===== config.mk =====
export PLATFORM = sky130hd
export DESIGN_NAME = c3dc_queue
export DESIGN_NICKNAME = d
export VERILOG_FILES = /design/src/rtl/c3dc_pkg.sv /design/src/rtl/c3dc_queue.sv
export SDC_FILE = /design/constraint.sdc
export NUM_CORES = 1
export LEC_CHECK = 0
export BUFFER_PORTS_ARGS = -buffer_cell sky130_fd_sc_hd__clkbuf_2
export CAP_MARGIN = 15
export CORE_UTILIZATION = 50
export CTS_BUF_LIST = sky130_fd_sc_hd__clkbuf_8
export CTS_CLUSTER_DIAMETER = 80
export DETAILED_ROUTE_END_ITERATION = 12
export PLACE_DENSITY_LB_ADDON = 0.08
export SYNTH_ARGS = -nofsm -noshare
export SYNTH_HDL_FRONTEND = slang
export SYNTH_SLANG_ARGS = --single-unit

===== constraint.sdc =====
create_clock -name clock -period 3.16 [get_ports clock]
set_input_delay 0.632 -clock clock [delete_from_list [all_inputs] [get_ports clock]]
set_output_delay 0.632 -clock clock [all_outputs]
set_load 0.1 [all_outputs]

===== src/rtl/c3dc_pkg.sv =====
`timescale 1ns / 1ps
package c3dc_pkg;

   localparam int DEFAULT_MAX_WIDTH = 1024;
   localparam int MAX_HEIGHT        = 1024;
   localparam int QUEUE_DEPTH       = 4;
   localparam int PIX_W             = 8;
   localparam int POS_W             = 10;
   localparam int CSR_IDX_W         = 3;
   localparam int CSR_DATA_W        = 24;
   localparam logic [PIX_W-1:0] PIX_MAX = 8'd255;
   localparam logic [PIX_W-1:0] PIX_MIN = 8'd0;

   typedef enum logic [CSR_IDX_W-1:0] {
      CSR_COEF_TOP    = 3'd0,
      CSR_COEF_MID    = 3'd1,
      CSR_COEF_BOTTOM = 3'd2,
      CSR_DIVISOR     = 3'd3,
      CSR_WIDTH       = 3'd4,
      CSR_HEIGHT      = 3'd5
   } csr_index_type;

   typedef struct packed {
      logic [8:0][PIX_W-1:0] win;   // [row*3+col], row 0 = above, col 0 = left
      logic [POS_W-1:0]      row;
      logic [POS_W-1:0]      col;
      logic                  last;
   } job_type;

endpackage


===== src/rtl/c3dc_queue.sv =====
`timescale 1ns / 1ps
module c3dc_queue
   import c3dc_pkg::*;
(
   input  logic                           clock,
   input  logic                           reset,
   input  logic                           push,
   input  job_type                        push_job,
   input  logic                           pop,
   output job_type                        head_job,
   output logic                           empty,
   output logic [$clog2(QUEUE_DEPTH):0]   count
);

   localparam int PW = $clog2(QUEUE_DEPTH);

   job_type          entry_ff [QUEUE_DEPTH];
   logic [PW-1:0]    wptr_ff, wptr_in;
   logic [PW-1:0]    rptr_ff, rptr_in;
   logic [PW:0]      count_ff, count_in;

   always_comb begin
      wptr_in  = push ? wptr_ff + 1'b1 : wptr_ff;
      rptr_in  = pop ? rptr_ff + 1'b1 : rptr_ff;
      count_in = count_ff + (PW+1)'(push) - (PW+1)'(pop);
   end

   always_ff @(posedge clock) begin
      if (reset) begin
         wptr_ff  <= '0;
         rptr_ff  <= '0;
         count_ff <= '0;
      end else begin
         wptr_ff  <= wptr_in;
         rptr_ff  <= rptr_in;
         count_ff <= count_in;
      end
   end

   always_ff @(posedge clock) begin
      if (push) begin
         entry_ff[wptr_ff] <= push_job;
      end
   end

   assign head_job = entry_ff[rptr_ff];
   assign empty    = (count_ff == '0);
   assign count    = count_ff;

endmodule


==> impl_metrics.csv <==
group,metric,value,unit
clock_tree,cts.hold.buffers_added,0,
timing,finalHoldViolCount,0,
timing,rsz0062_at_grt,"no",
clock_tree,path_clk_slew,0.06,ns
critical_path,slowest_delay,0.55,ns
global_routing,antenna_found_initial,2,
critical_path,path_cells,"buf_4, mux4_2, clkbuf_2",
floorplan,rows,60,
cells_and_area,final_util,60.7,%
floorplan,die-area,0.0284,sq mm
critical_path,crit_required,2.53,ns
timing,period_minus_slack,2.99,ns
yosys,yosys_warnings,0,
timing,slew_headroom,59.4,%
drt,drtIter0Drc,382,
timing,tightest_slew,0.612,ns
critical_path,slowest_stage,"mux4_2",
timing,skew,0.0175,ns
placement,place_congestion,0.706,
yosys,ys_seq_elements,381,
hold_path,hold_path.class,"in2reg",
drt,drc_errors,0,
cells_and_area,antenna_cells,0,
yosys,synth-seq-area-share,82.0,%
placement,pre_cts_slack,0.565,ns
floorplan,die_x,168,microns
critical_path,path_class,"reg2out",
yosys,synth_top_area_cell,"edfxtp_1",
power_and_ir_drop,p_leak,0.00567,uW
critical_path,critPathArrivalTime,2.36,ns
timing,tns,0,ns
drt,wl_per_cell,21.3,microns
placement,dp.cells,1057,
power_and_ir_drop,ir_drop,0.000511,V
yosys,synth_cells,526,
cells_and_area,nets,882,
yosys,syn_nets,630,
run,max-cap-violations,0,
clock_tree,cts_max_level,2,
cells_and_area,syn_to_final_growth,18.5,%
yosys,netlist_area,0.0139,sq mm
yosys,synth_area_leaders,"edfxtp_1, mux4_2, dfxtp_1",
cells_and_area,layout_commonest_cell,"edfxtp_1",
placement,port_buffers,193,
yosys,avgSynthCellArea,26.3,sq um
global_routing,grt_overflow_total,0,
yosys,synthDistinctLibCells,20,
timing,max_clock_freq,0.334,GHz
clock_tree,ctsLongestPathBuffers,3,
clock_tree,clkLatencyLatePin,0.57,ns
floorplan,pin_count,194,
timing,slew_viol_final,0,
cells_and_area,layout-drive-gt1-share,46.5,%
global_routing,grt_pass1_wl,37400,microns
floorplan,die_h,168,microns
cells_and_area,final_cell_mix,"edfxtp_1, clkbuf_2, mux4_2",
timing,setup_viol,0,
power_and_ir_drop,power.total,11800,uW
critical_path,cp-start-kind,"flip-flop",
timing,setup_slack,0.167,ns
clock_tree,cts_root_buffer,"clkbuf_8",
placement,dpl.hpwl,14800,microns
floorplan,start_util,51.3,%
drt,wl,24700,microns
clock_tree,cts_tree,"built",
floorplan,fp.coreArea,0.0270,sq mm
drt,via_count,6253,
critical_path,crit_path_max_fanout,12,
yosys,synth.top_cell.area_share,80.7,%
hold_path,hold_start,"push_job[9]",
critical_path,end_kind,"output pin",
outcome,status,"finished, final reports clean",
cells_and_area,instances_no_fill,1160,
global_routing,grt_pass1_vias,6872,
drt,drtPass1Iterations,6,
clock_tree,cts_buffers,59,
drt,antenna_left,0,
clock_tree,cts.sinks,381,
timing,period_share,94.7,%
global_routing,track_usage,17.7,%
drt,viasPerCell,5.39,
global_routing,grt_max_degree,57,
critical_path,r2r_start,"wptr_ff[0]",
power_and_ir_drop,powerDensity,722,mW/mm^2
## flip-flops by register name, summed over array words and instances, names as in the netlist, named ones only
register,flops
wptr_ff,2
rptr_ff,2
entry_ff,372
count,3
## critical path: cells and delay by family, from the launching register on
| family | cells | cell delay (ns) |
|---|---|---|
| DFF | 1 | 0.53 |
| muxes | 1 | 0.55 |
| buffers and inverters | 2 | 0.71 |
## stage by stage
step           hold WS, ns  instance area, sq um
2_1_floorplan        0.492                 13900
3_3_place_gp         0.503                 15400
3_5_place_dp         0.545                 15400
4_1_cts              0.235                 16400
5_1_grt              0.238                 16400
6_report             0.277                 16400
## path summary, 6_finish.rpt
kind / to / slack, ns / depth (start not counted)
max: head_job[12] / 0.17 / 3
min: entry_ff[3][9] / 0.28 / 1
min reg2reg: flip-flop / 0.56 / 2
max reg2reg: entry_ff[2][74] / 1.30 / 4
## kinds of logic after synthesis
family	count (synthesis)	synth area share (%)
and+or+nand+nor	13	0.497
AOI/OAI and AO/OA	2	0.108
adders and majority gates	7	0.687
DFF	381	82.0
buffers and inverters	26	1.26
muxes	94	15.2
xor gates and xnor gates	3	0.298
## final cells by class
type	instances	area, sq um
well taps	341	427
inverters	6	22.5
repair buffers	211	1220
flip-flops and latches	381	11400
fillers	1967	10600
clock buffers	65	895
multi-input cells	119	2340
clock inverters	37	144
## power breakdown
group	total, uW	internal [uW]	switching (uW)
combinational	2390	508	1880
sequential	5890	5810	76.4
clock	3560	1860	1700
## Yosys cell counts, drive strengths merged
| cell | count |
|---|---|
| mux4 | 93 |
| edfxtp | 372 |
| ha | 6 |
| clkbuf | 2 |
| inv | 6 |
| nand3b | 1 |
| nor3 | 1 |
| mux2i | 1 |
| xnor2 | 2 |
| buf | 18 |
| nor2b | 2 |
| and2 | 4 |
| fa | 1 |
| a21oi | 1 |
| dfxtp | 9 |
| a21bo | 1 |
| xor3 | 1 |
| nor2 | 5 |
## routing by layer
metal	global-route usage [%]	up-vias	wire length [microns]
met2	31.5	197	13000
li1	-	2769	-
met1	20.7	3240	9470
met4	4.98	4	459
met3	5.67	43	1790
met5	0	-	26
## timing repair
action                     in CTS  in global routing
gates resized for setup         0                  0
buffers inserted                1                  0
setup endpoints to repair      39                  0
Note: power is estimated with default switching activity, not from simulation.
