**config.mk**
```make
export PLATFORM = sky130hd
export DESIGN_NAME = c3dc_back
export DESIGN_NICKNAME = d
export VERILOG_FILES = /design/src/rtl/c3dc_pkg.sv /design/src/rtl/c3dc_back.sv
export SDC_FILE = /design/constraint.sdc
export NUM_CORES = 2
export LEC_CHECK = 0
export ABC_CLOCK_PERIOD_IN_PS = 10200
export BUFFER_PORTS_ARGS = -buffer_cell sky130_fd_sc_hd__buf_2
export CAP_MARGIN = 20
export CELL_PAD_IN_SITES_DETAIL_PLACEMENT = 1
export CELL_PAD_IN_SITES_GLOBAL_PLACEMENT = 2
export CORE_ASPECT_RATIO = 0.9
export CORE_MARGIN = 4
export CORE_UTILIZATION = 38
export CTS_CLUSTER_SIZE = 10
export DETAILED_ROUTE_END_ITERATION = 16
export GPL_ROUTABILITY_DRIVEN = 0
export GPL_TIMING_DRIVEN = 0
export HOLD_SLACK_MARGIN = 0.08
export PLACE_DENSITY_LB_ADDON = 0.1
export SLEW_MARGIN = 0
export SYNTH_ARGS = -nofsm -noshare
export SYNTH_HDL_FRONTEND = slang
export SYNTH_SLANG_ARGS = --single-unit
export TNS_END_PERCENT = 10
```
**constraint.sdc**
```tcl
create_clock -name clock -period 10.2 [get_ports clock]
set_input_delay 1.02 -clock clock [delete_from_list [all_inputs] [get_ports clock]]
set_output_delay 1.02 -clock clock [all_outputs]
set_load 0.05 [all_outputs]
```
**src/rtl/c3dc_pkg.sv**
```systemverilog
`timescale 1ns / 1ps
package c3dc_pkg;

   localparam int DEFAULT_MAX_WIDTH = 1024;
   localparam int MAX_HEIGHT        = 1024;
   localparam int QUEUE_DEPTH       = 4;
   localparam int PIX_W             = 8;
   localparam int POS_W             = 10;
   localparam int CSR_IDX_W         = 3;
   localparam int CSR_DATA_W        = 24;
   localparam logic [PIX_W-1:0] PIX_MAX = 8'd255;
   localparam logic [PIX_W-1:0] PIX_MIN = 8'd0;

   typedef enum logic [CSR_IDX_W-1:0] {
      CSR_COEF_TOP    = 3'd0,
      CSR_COEF_MID    = 3'd1,
      CSR_COEF_BOTTOM = 3'd2,
      CSR_DIVISOR     = 3'd3,
      CSR_WIDTH       = 3'd4,
      CSR_HEIGHT      = 3'd5
   } csr_index_type;

   typedef struct packed {
      logic [8:0][PIX_W-1:0] win;   // [row*3+col], row 0 = above, col 0 = left
      logic [POS_W-1:0]      row;
      logic [POS_W-1:0]      col;
      logic                  last;
   } job_type;

endpackage

```
**src/rtl/c3dc_back.sv**
```systemverilog
`timescale 1ns / 1ps
module c3dc_back
   import c3dc_pkg::*;
(
   input  logic                    clock,
   input  logic                    reset,
   input  job_type                 head_job,
   input  logic                    empty,
   output logic                    pop,
   input  logic [CSR_DATA_W-1:0]   coef_top_row,
   input  logic [CSR_DATA_W-1:0]   coef_mid_row,
   input  logic [CSR_DATA_W-1:0]   coef_bottom_row,
   input  logic [6:0]              divisor_value,
   output logic                    rsp_valid,
   input  logic                    rsp_stall,
   output logic [PIX_W-1:0]        rsp_filtered_value,
   output logic [POS_W-1:0]        rsp_out_row,
   output logic [POS_W-1:0]        rsp_out_col,
   output logic                    rsp_frame_last
);

   typedef struct packed {
      logic [POS_W-1:0] row;
      logic [POS_W-1:0] col;
      logic             last;
   } tag_type;

   logic advance;

   logic              s1_valid_ff, s2_valid_ff, s3_valid_ff, s4_valid_ff;
   tag_type           s1_tag_ff, s2_tag_ff, s3_tag_ff;
   logic [8:0][15:0]  s1_prod_ff, s1_prod_in;
   logic [15:0]       s2_acc_ff, s2_acc_in;
   logic [14:0]       s3_rem_ff, s3_rem_in;
   logic [3:0]        s3_qhi_ff, s3_qhi_in;
   logic              s3_zero_ff, s3_zero_in;
   logic              s3_sat_ff, s3_sat_in;
   logic [PIX_W-1:0]  out_value_ff, out_value_in;
   tag_type           out_tag_ff;

   logic [6:0]        div_eff;
   logic [3*CSR_DATA_W-1:0] coef_all;
   logic [14:0]       rem_a, rem_b, trial_a, trial_b;
   logic [3:0]        qlo;

   assign advance = !s4_valid_ff || !rsp_stall;
   assign pop     = advance && !empty;
   assign div_eff = (divisor_value == '0) ? 7'd1 : divisor_value;
   assign coef_all = {coef_bottom_row, coef_mid_row, coef_top_row};

   always_comb begin
      for (int k = 0; k < 9; k++) begin
         s1_prod_in[k] = 16'($signed({1'b0, head_job.win[k]}) *
                             $signed(coef_all[k*8 +: 8]));
      end
      s2_acc_in = '0;
      for (int k = 0; k < 9; k++) begin
         s2_acc_in = s2_acc_in + s1_prod_ff[k];
      end
   end

   always_comb begin
      s3_zero_in = s2_acc_ff[15] || (s2_acc_ff == '0);
      s3_sat_in  = s2_acc_ff[14:0] >= {div_eff, 8'd0};
      rem_a      = s2_acc_ff[14:0];
      s3_qhi_in  = '0;
      trial_a    = '0;
      for (int k = 7; k >= 4; k--) begin
         trial_a = 15'(div_eff) << k;
         if (rem_a >= trial_a) begin
            rem_a = rem_a - trial_a;
            s3_qhi_in[k-4] = 1'b1;
         end
      end
      s3_rem_in = rem_a;
   end

   always_comb begin
      rem_b   = s3_rem_ff;
      qlo     = '0;
      trial_b = '0;
      for (int k = 3; k >= 0; k--) begin
         trial_b = 15'(div_eff) << k;
         if (rem_b >= trial_b) begin
            rem_b  = rem_b - trial_b;
            qlo[k] = 1'b1;
         end
      end
      if (s3_zero_ff) begin
         out_value_in = PIX_MIN;
      end else if (s3_sat_ff) begin
         out_value_in = PIX_MAX;
      end else begin
         out_value_in = {s3_qhi_ff, qlo};
      end
   end

   always_ff @(posedge clock) begin
      if (reset) begin
         s1_valid_ff <= 1'b0;
         s2_valid_ff <= 1'b0;
         s3_valid_ff <= 1'b0;
         s4_valid_ff <= 1'b0;
      end else if (advance) begin
         s1_valid_ff <= !empty;
         s2_valid_ff <= s1_valid_ff;
         s3_valid_ff <= s2_valid_ff;
         s4_valid_ff <= s3_valid_ff;
      end
   end

   always_ff @(posedge clock) begin
      if (advance) begin
         s1_prod_ff   <= s1_prod_in;
         s1_tag_ff    <= '{row: head_job.row, col: head_job.col, last: head_job.last};
         s2_acc_ff    <= s2_acc_in;
         s2_tag_ff    <= s1_tag_ff;
         s3_rem_ff    <= s3_rem_in;
         s3_qhi_ff    <= s3_qhi_in;
         s3_zero_ff   <= s3_zero_in;
         s3_sat_ff    <= s3_sat_in;
         s3_tag_ff    <= s2_tag_ff;
         out_value_ff <= out_value_in;
         out_tag_ff   <= s3_tag_ff;
      end
   end

   assign rsp_valid          = s4_valid_ff;
   assign rsp_filtered_value = out_value_ff;
   assign rsp_out_row        = out_tag_ff.row;
   assign rsp_out_col        = out_tag_ff.col;
   assign rsp_frame_last     = out_tag_ff.last;

endmodule

```
==> reports/results.tsv <==
metric	value	unit
status	finished, final reports clean	
grt_pass1_vias	25700	
syn_inst	3167	
grt_overflow	0	
crit_path_max_fanout	10	
antenna_found_initial	7	
clock_sinks	277	
drt_iter0_drc	873	
fin_skew	0.0277	ns
routedWlPerCell	17.9	um
vias	22500	
start_util	38.5	%
cp-start-kind	input pin	
ant_nets	0	
cp_data_arrival_time	10.04	ns
ys_types	74	
worstSetupEndpointType	flop	
htree_levels	2	
slew_headroom	35.6	%
worst_path_largest_cell_delay	0.47	ns
cpMaxStageDelayCell	fa_1	
avgSynthCellArea	10.5	um2
async_flop_share	0	%
clockRootBuffer	clkbuf_16	
drc_errors	0	
clk_pin_slew	0.06	ns
num_rows	102	
synthesis.nets	4223	
die_x	320	um
fin_crit	9.72	ns
grt_first_pass_wirelength	136000	um
multi_input_area	0.0226	mm2
setup_ws	0.482	ns
dieArea	0.0923	mm2
critPathKind	in -> reg	
finalSetupViolations	0	
nFillCells	9569	
cts_tree	built	
synth_area	0.0333	mm2
grt_usage	18.4	%
die_h	289	um
coreArea	0.0864	mm2
hold_viol	0	
drt-total-wl	82500	um
dp_hpwl	70400	um
yosysWarnings	0	
regArea	0.00828	mm2
drive_above_1_share	9.05	%
viasPerCell	4.89	
slew_viol_final	0	
synth_ff_type	edfxtp_1	
clock_latency	0.58	ns
fin_nets	4478	
ioPinCount	207	
synth_edf_count	273	
ys_seq_area_share	24.9	%
maxCapViolations	0	
rsz0062_at_grt	yes	
tightest_slew	0.953	ns
area_delta_synth_final	12.0	%
grt_max_degree	73	
detailedRoute.firstPassIterationCount	5	
fin_crit_sh	95.3	%
ys_ff_latch	277	
hold_class	reg -> reg	
io_buffers	206	
dp_slack	-2.04	ns
ctsLongestPathBuffers	3	
max_freq	103	MHz
cp_data_required_time	10.52	ns
numCtsBuffers	38	
==> layout make-up <==
type                            instances  area share (%)
Sequential cell                       277            22.2
Buffer                                 12           0.222
Timing Repair Buffer                  216            3.19
Antenna cell                            5          0.0336
Tap cell                             1144            3.84
Clock inverter                         13           0.528
Multi-Input combinational cell       2244            60.8
Clock buffer                           53            2.73
Inverter                              633            6.40
==> worst paths after layout <==
check | from | slack [ns] | to | cells past startpoint
max | divisor_value[6] | 0.48 | s3_rem_ff[5]$_DFFE_PN_ | 44
min | s2_tag_ff[11]$_DFFE_PN_ | 0.41 | s3_tag_ff[11]$_DFFE_PN_ | 0
max reg2reg | s2_acc_ff[13]$_DFFE_PN_ | 0.94 | s3_rem_ff[5]$_DFFE_PN_ | 40
min reg2reg | s2_tag_ff[11]$_DFFE_PN_ | 0.41 | s3_tag_ff[11]$_DFFE_PN_ | 0
==> worst max-delay path: cells and delay by family <==
| kind | cells | cell delay, ns |
|---|---|---|
| adders and majority gates | 5 | 1.68 |
| AOI/OAI and AO/OA | 16 | 3.23 |
| buffers and inverters | 8 | 1.03 |
| and+or+nand+nor | 13 | 2.36 |
| muxes | 2 | 0.71 |
==> cell usage after synthesis, types with 6 or more instances <==
master    number  share of area (%)
nand3_1       18               0.27
nor2_1        85               0.96
ha_1         439                 17
xor2_1        43                1.1
fa_1         441                 27
nand2b_1      63                1.2
or2_2          6               0.11
clkbuf_1      10               0.11
edfxtp_1     273                 25
nand2_1      252                2.8
nor3_1        17               0.26
nor2b_1       18               0.34
o21a_1         6               0.14
o41a_1         6               0.20
or3_1         10               0.19
o21bai_1      48                1.1
mux2i_1       11               0.33
a21oi_1      139                2.1
inv_1        632                7.1
and2_1       314                5.9
o21ai_0       62               0.93
xnor2_1      131                3.4
a21o_1        34               0.77
o31ai_1        6               0.14
nand4_1        7               0.13
==> per-stage QoR <==
stage / instance area (um2) / utilization (%) / hold slack [ns] / TNS, ns / std cells
2_1_floorplan: 33300 / - / 0.400 / 0 / 3167
3_3_place_gp: 35700 / 41.3 / 0.400 / -93.36 / 4517
3_5_place_dp: 35800 / 41.5 / 0.406 / -21.08 / 4521
4_1_cts: 37100 / 43.0 / 0.419 / 0 / 4591
5_1_grt: 37200 / 43.1 / 0.422 / -0.0390 / 4594
6_report: 37200 / 43.1 / 0.413 / 0 / 4597
==> registers in the layout (all words and copies together), names as in the netlist <==
register,cells
rsp_filtered_value,8
rsp_frame_last,1
rsp_out_col,10
rsp_out_row,10
rsp_valid,1
s1_prod_ff,144
s1_tag_ff,21
s1_valid_ff,1
s2_acc_ff,16
s2_tag_ff,21
s2_valid_ff,1
s3_qhi_ff,4
s3_rem_ff,15
s3_sat_ff,1
s3_tag_ff,21
s3_valid_ff,1
s3_zero_ff,1
==> layout by cell type, fill, tap and decap left out, types with 5 or more instances in the layout <==
master / count
inv_1: 630
fa_1: 441
ha_1: 439
and2_1: 314
edfxtp_1: 273
nand2_1: 251
buf_2: 206
a21oi_1: 137
xnor2_1: 131
nor2_1: 84
nand2b_1: 63
o21ai_0: 58
o21bai_1: 47
xor2_1: 43
clkbuf_16: 38
a21o_1: 34
clkbuf_1: 19
nor2b_1: 18
nand3_1: 18
nor3_1: 17
or3_1: 10
mux2i_1: 10
buf_4: 9
nand4_1: 7
o21ai_1: 6
o41a_1: 6
or2_2: 6
o31ai_1: 6
o21a_1: 6
clkinv_2: 6
diode_2: 5
a21boi_0: 5
and3_1: 5
mux2_2: 5
==> per-layer routing <==
layer  vias to the layer above  share of wire [%]  global-route usage [%]
li1                      10700                  -                       -
met1                     11500                 45                    24.1
met2                       224                 51                    33.1
met3                        80                2.2                    1.84
met4                         2                1.6                    3.56
met5                         -              0.024                       0
==> cells by family after synthesis <==
family	count (synthesis)	synth area share [%]
adder cells (fa/ha/maj)	880	43.1
AND/OR/NAND/NOR	819	12.9
buffers and inverters	646	7.35
AO/OA/AOI/OAI	353	6.67
flip-flops	277	24.9
XOR/XNOR	174	4.58
multiplexers	18	0.579
==> what timing repair did <==
| item | in CTS | in global routing |
|---|---|---|
| setup buffers | 4 | 2 |
| cloned | 0 | 0 |
| pin swaps | 2 | 2 |
| gates resized for setup | 19 | 21 |
| hold buffers | 0 | 0 |
| setup endpoints to repair | 13 | 13 |
Power is not shown: default switching activity piles up to over one toggle a cycle in this logic, so the estimate is an artifact.
